==> config.mk <==
export PLATFORM = sky130hd
export DESIGN_NAME = shs_cell
export DESIGN_NICKNAME = d
export VERILOG_FILES = /design/src/hdl/shs_pkg.sv /design/src/hdl/shs_cell.sv
export SDC_FILE = /design/constraint.sdc
export NUM_CORES = 1
export LEC_CHECK = 0
export BUFFER_PORTS_ARGS = -buffer_cell sky130_fd_sc_hd__buf_2
export CORE_AREA = 4 4 203 205
export DETAILED_ROUTE_END_ITERATION = 10
export DIE_AREA = 0 0 207 209
export GPL_ROUTABILITY_DRIVEN = 1
export PLACE_DENSITY = 0.55
export SLEW_MARGIN = 20
export SYNTH_ARGS = -nofsm -noshare
export SYNTH_HDL_FRONTEND = slang
export SYNTH_SLANG_ARGS = --single-unit
==> constraint.sdc <==
create_clock -name clk -period 10.7 [get_ports clk]
set_input_delay 2.14 -clock clk [delete_from_list [all_inputs] [get_ports clk]]
set_output_delay 2.14 -clock clk [all_outputs]
set_load 0.1 [all_outputs]
==> src/hdl/shs_pkg.sv <==
`timescale 1ns / 1ps
// shs_pkg: field widths, operation and status codes, cell control type
// for the shadowing handler stack; no dependencies
package shs_pkg;

  localparam int KEY_W           = 64;
  localparam int HND_W           = 64;
  localparam int MODE_W          = 2;
  localparam int STATUS_W        = 2;
  localparam int DEPTH_W         = 6;
  localparam int DEF_STACK_DEPTH = 32;

  localparam logic [MODE_W-1:0] MODE_PUSH   = 2'd0;
  localparam logic [MODE_W-1:0] MODE_POP    = 2'd1;
  localparam logic [MODE_W-1:0] MODE_LOOKUP = 2'd2;
  localparam logic [MODE_W-1:0] MODE_CLEAR  = 2'd3;

  localparam logic [STATUS_W-1:0] STATUS_OK         = 2'd0;
  localparam logic [STATUS_W-1:0] STATUS_FULL       = 2'd1;
  localparam logic [STATUS_W-1:0] STATUS_EMPTY      = 2'd2;
  localparam logic [STATUS_W-1:0] STATUS_NOT_PRESENT = 2'd3;

  typedef struct packed {
    logic load_cmp;
    logic ripple;
    logic shift;
  } cell_ctl_t;

endpackage

==> src/hdl/shs_cell.sv <==
`timescale 1ns / 1ps
// shs_cell: one stack slot holding a key/handler pair, its match flag and the
// match-above flag and handler that ripple down from the neighbor; depends on shs_pkg
module shs_cell (
  input  logic                    clk,
  input  shs_pkg::cell_ctl_t      ctl,
  input  logic                    push_en,
  input  logic                    valid,
  input  logic                    found_any,
  input  logic [shs_pkg::KEY_W-1:0] in_key,
  input  logic [shs_pkg::HND_W-1:0] in_handler,
  input  logic [shs_pkg::KEY_W-1:0] up_key,
  input  logic [shs_pkg::HND_W-1:0] up_handler,
  input  logic                    up_match,
  input  logic                    up_above,
  input  logic [shs_pkg::HND_W-1:0] up_hand,
  output logic [shs_pkg::KEY_W-1:0] key,
  output logic [shs_pkg::HND_W-1:0] handler,
  output logic                    match,
  output logic                    above,
  output logic [shs_pkg::HND_W-1:0] hand
);
  import shs_pkg::*;

  logic [KEY_W-1:0] key_r;
  logic [HND_W-1:0] handler_r;
  logic             match_r;
  logic             above_r;
  logic [HND_W-1:0] hand_r;

  always_ff @(posedge clk) begin
    if (push_en) begin
      key_r     <= in_key;
      handler_r <= in_handler;
    end else if (ctl.shift && found_any && !above_r) begin
      key_r     <= up_key;
      handler_r <= up_handler;
    end
    if (ctl.load_cmp) begin
      match_r <= valid && (key_r == in_key);
      above_r <= 1'b0;
      hand_r  <= '0;
    end else if (ctl.ripple) begin
      above_r <= up_above | up_match;
      hand_r  <= up_above ? up_hand : (up_match ? up_handler : '0);
    end
  end

  assign key     = key_r;
  assign handler = handler_r;
  assign match   = match_r;
  assign above   = above_r;
  assign hand    = hand_r;
endmodule
==> key figures <==
Place
  – # placed instances: 1,802
  – IO buf count: 522
  – Final weighted congestion in routability-driven placement: 0.980
  – Detailed placer's ending HPWL: 28,900 µm
  – Setup Slack @ Placement: 6.12 ns

Detailed routing
  – Detailed Route Iter0 Violations: 362
  – Total vias in the final route: 8,166
  – Via density: 4.45
  – Number of routed nets with antenna violations: 0
  – First-pass DRT Iterations: 6
  – WL final: 36,500 µm
  – Post-DR wirelength/cell: 19.9 µm
  – Residual DRC: 0

GRT
  – Wire length of the first global-routing pass: 53,000 µm
  – Antenna violations before repair: 9
  – Largest net degree at the start of global routing: 92
  – Total congestion overflow: 0
  – Global routing usage summed across all routing layers: 16.1%
  – Via count of the first global-routing pass: 8,327

Setup path
  – Worst Reg-to-Reg Cells: 2
  – WP data required: 10.90 ns
  – Reg-to-Reg Start: above$_SDFFE_PP0P_
  – Highest net fanout along the worst path: 49
  – Arrival @ worst endpoint: 4.23 ns
  – R2r setup slk: 8.60 ns
  – RR Endpoint: handler[16]$_DFFE_PP_
  – Critical path type: input port to register
  – Endpoint kind of the worst setup timing path: register
  – Setup crit start kind: input port

Clock tree
  – Clock tree sinks: 194
  – Post-cts sizing count: 0
  – Clock buffer count from CTS: 17
  – Root buf cell: sky130_fd_sc_hd__clkbuf_16
  – Buffers from clock root to sink, at most: 2
  – Number of buffers inserted by hold repair at cts: 0
  – Later-pin clock latency in the skew report: 0.46 ns
  – Total setup buffers inserted after CTS: 0
  – Max H-tree Level: 4
  – Clock-pin slew reported for the worst setup and hold paths after clock tree synthesis: 0.07 ns
  – Clock tree from TritonCTS: yes

Timing
  – Hold Violations, Final: 0
  – Least-Margin Pin Slew: 0.887 ns
  – Final worst clock skew: 0.0121 ns
  – Setup ws final: 6.67 ns
  – Unrepaired setup endpoints after global routing: no
  – Fin crit share: 37.7%
  – Number of max-slew violations in the final report: 0
  – Worst max-slew margin expressed relative to the limit: 40.9%
  – Setup violations, final: 0
  – Fmax achieved: 248 MHz
  – Hold_ws: 0.482 ns
  – Aggregate negative setup slack: 0 ns
  – Fin crit period: 4.03 ns

Synth
  – Multiplexer area fraction after synthesis: 15.8%
  – Warnings, synthesis: 0
  – #FFs+latches synth: 194
  – Post-synthesis sequential area ratio: 56.6%
  – Simple logic cell fraction of the synthesized area: 9.55%
  – Cell type with the largest total area after synthesis: sky130_fd_sc_hd__edfxtp_1
  – Biggest area contributors in the synthesized netlist: sky130_fd_sc_hd__edfxtp_1 (42%), sky130_fd_sc_hd__dfxtp_1 (14%), sky130_fd_sc_hd__mux2_1 (12%), sky130_fd_sc_hd__nand2_1 (5.3%), sky130_fd_sc_hd__o211ai_1 (5.3%)
  – Average cell area after synthesis: 11.4 µm²
  – Netlist area before placement: 9150 µm²
  – Syn_nets: 1,132
  – Area fraction of the dominant cell type after synthesis: 42.3%
  – Post-synthesis instance total: 803
  – Yosys cell types: 29
  – Post-synthesis compound-gate area fraction: 10.1%
  – Synth Area in Adders: 0%
  – Fraction of synthesized cell area in xor and xnor cells: 4.69%
  – Main combinational cell family by area after synthesis: multiplexers

Floorplanning
  – Die Outline Area: 43,300 µm²
  – Ports: 523
  – Num rows: 73
  – Die extent in y: 209 µm
  – Die outline width: 207 µm
  – Effective utilization at floorplan: 23.2%
  – Area of the core: 39,500 µm²

Cells and area
  – Relative area change from synthesis to final layout: 39.6%
  – Fillers: 4,178
  – NumNets Final: 1,625
  – Layout cells sized above 1: 44.8%
  – Final standard cell count with taps included and fillers excluded: 1,837

Pwr
  – Power Density: 172 nW/µm²
  – Leakage power: 5.57 nW
  – Max IR drop VDD: 0.000112 V

Job
  – Count of max-cap constraint violations: 0

Hold path
  – Hold Startpoint: hand[4]$_SDFFE_PP0P_
  – Classification of the worst-slack hold path: register to register
  – Hold Path Depth: 2
  – Worst-case hold path end point: hand[4]$_SDFFE_PP0P_

Status
  – Outcome: finished, final reports clean
==> synth_stat cells <==
master                     instances
sky130_fd_sc_hd__o211ai_1         64
sky130_fd_sc_hd__o22ai_1           5
sky130_fd_sc_hd__mux2_1          100
sky130_fd_sc_hd__a222oi_1          1
sky130_fd_sc_hd__nor4_2            1
sky130_fd_sc_hd__nand3_1           1
sky130_fd_sc_hd__nand4_1           8
sky130_fd_sc_hd__nand2_1         129
sky130_fd_sc_hd__mux2_2           28
sky130_fd_sc_hd__dfxtp_1          65
sky130_fd_sc_hd__a211oi_1          1
sky130_fd_sc_hd__edfxtp_1        129
sky130_fd_sc_hd__nor3_1            1
sky130_fd_sc_hd__o221ai_1          2
sky130_fd_sc_hd__o21bai_1          1
sky130_fd_sc_hd__a221oi_1          3
sky130_fd_sc_hd__xnor2_1          23
sky130_fd_sc_hd__clkbuf_1         27
sky130_fd_sc_hd__o21ai_1          34
sky130_fd_sc_hd__and4bb_2          1
sky130_fd_sc_hd__a22oi_1           3
sky130_fd_sc_hd__nor4_1            7
sky130_fd_sc_hd__xor2_1           26
sky130_fd_sc_hd__and3b_1           1
sky130_fd_sc_hd__inv_1            15
sky130_fd_sc_hd__nor2_1           67
sky130_fd_sc_hd__buf_1             2
sky130_fd_sc_hd__buf_2            27
sky130_fd_sc_hd__o21ai_0          31
==> cell type report <==
cell class	count	area (µm²)	share of cell area (%)
Multi-Input combinational cell	538	3680	28.8
Clock inverter	10	63.8	0.500
Clock buffer	22	444	3.48
Inverter	15	56.3	0.441
Tap cell	525	657	5.14
Timing Repair Buffer	530	2680	21.0
Sequential cell	194	5170	40.5
Antenna cell	3	7.51	0.0588
==> registers in the layout, indices dropped and copies added (netlist names) <==
name / cells
handler: 64
match: 1
key: 64
above: 1
hand: 64
==> through the flow <==
| stage | utilization [%] | power [mW] | area, µm² |
|---|---|---|---|
| 2_1_floorplan | - | 1.46 | 9150 |
| 3_3_place_gp | 31.1 | 1.63 | 12300 |
| 3_5_place_dp | 31.1 | 1.64 | 12300 |
| 4_1_cts | 32.3 | 2.24 | 12800 |
| 5_1_grt | 32.4 | 2.30 | 12800 |
| 6_report | 32.4 | 2.20 | 12800 |
==> power by group <==
part           switching (mW)  total (mW)  internal, mW
Clock                   0.294       0.589         0.295
Combinational           0.571       0.716         0.146
Sequential             0.0286       0.897         0.868
Total                   0.893        2.20          1.31
==> logic make-up after synthesis <==
family	after synthesis
and+or+nand+nor	216
DFF	194
AOI/OAI and AO/OA	145
muxes	128
xor gates and xnor gates	49
buffers and inverters	71
==> worst max path at each step <==
stage                       start                   end  cells after the start  slack [ns]
after global placement    push_en  handler[9]$_DFFE_PP_                      4        6.12
final                     push_en  handler[9]$_DFFE_PP_                      4        6.67
after floorplan            ctl[0]  handler[0]$_DFFE_PP_                      2        1.99
after CTS                 push_en  handler[9]$_DFFE_PP_                      4        6.63
after detailed placement  push_en  handler[9]$_DFFE_PP_                      4        6.12
after global routing      push_en  handler[9]$_DFFE_PP_                      4        6.58
==> critical path, cell delays in order <==
cell                     delay, ns
sky130_fd_sc_hd__buf_6        0.30
sky130_fd_sc_hd__buf_4        0.58
sky130_fd_sc_hd__buf_4        0.66
sky130_fd_sc_hd__mux2_2       0.41
==> placed cells by master (no fill, tap or decap), types with 2 or more instances in the layout <==
| master | instances |
|---|---|
| sky130_fd_sc_hd__buf_2 | 519 |
| sky130_fd_sc_hd__nand2_1 | 129 |
| sky130_fd_sc_hd__edfxtp_1 | 129 |
| sky130_fd_sc_hd__mux2_1 | 100 |
| sky130_fd_sc_hd__nor2_1 | 67 |
| sky130_fd_sc_hd__dfxtp_1 | 65 |
| sky130_fd_sc_hd__o211ai_1 | 64 |
| sky130_fd_sc_hd__o21ai_1 | 34 |
| sky130_fd_sc_hd__o21ai_0 | 31 |
| sky130_fd_sc_hd__mux2_2 | 28 |
| sky130_fd_sc_hd__xor2_1 | 26 |
| sky130_fd_sc_hd__xnor2_1 | 23 |
| sky130_fd_sc_hd__clkbuf_16 | 17 |
| sky130_fd_sc_hd__inv_1 | 15 |
| sky130_fd_sc_hd__buf_4 | 10 |
| sky130_fd_sc_hd__nand4_1 | 8 |
| sky130_fd_sc_hd__nor4_1 | 7 |
| sky130_fd_sc_hd__o22ai_1 | 5 |
| sky130_fd_sc_hd__clkinvlp_4 | 5 |
| sky130_fd_sc_hd__clkbuf_1 | 5 |
| sky130_fd_sc_hd__diode_2 | 3 |
| sky130_fd_sc_hd__a22oi_1 | 3 |
| sky130_fd_sc_hd__a221oi_1 | 3 |
| sky130_fd_sc_hd__o221ai_1 | 2 |
| sky130_fd_sc_hd__clkinv_2 | 2 |
| sky130_fd_sc_hd__clkinv_1 | 2 |
==> metal layers <==
metal | vias to the layer above | wire length, µm | track usage [%] | share of wire (%)
met1 | 3880 | 14000 | 17.9 | 38
met2 | 360 | 19000 | 29.4 | 52
met4 | 0 | 687 | 4.51 | 1.9
met3 | 36 | 2800 | 5.60 | 7.7
li1 | 3890 | - | - | -
met5 | - | 0 | 0 | 0
No activity file was read; power rests on OpenSTA's default activity.
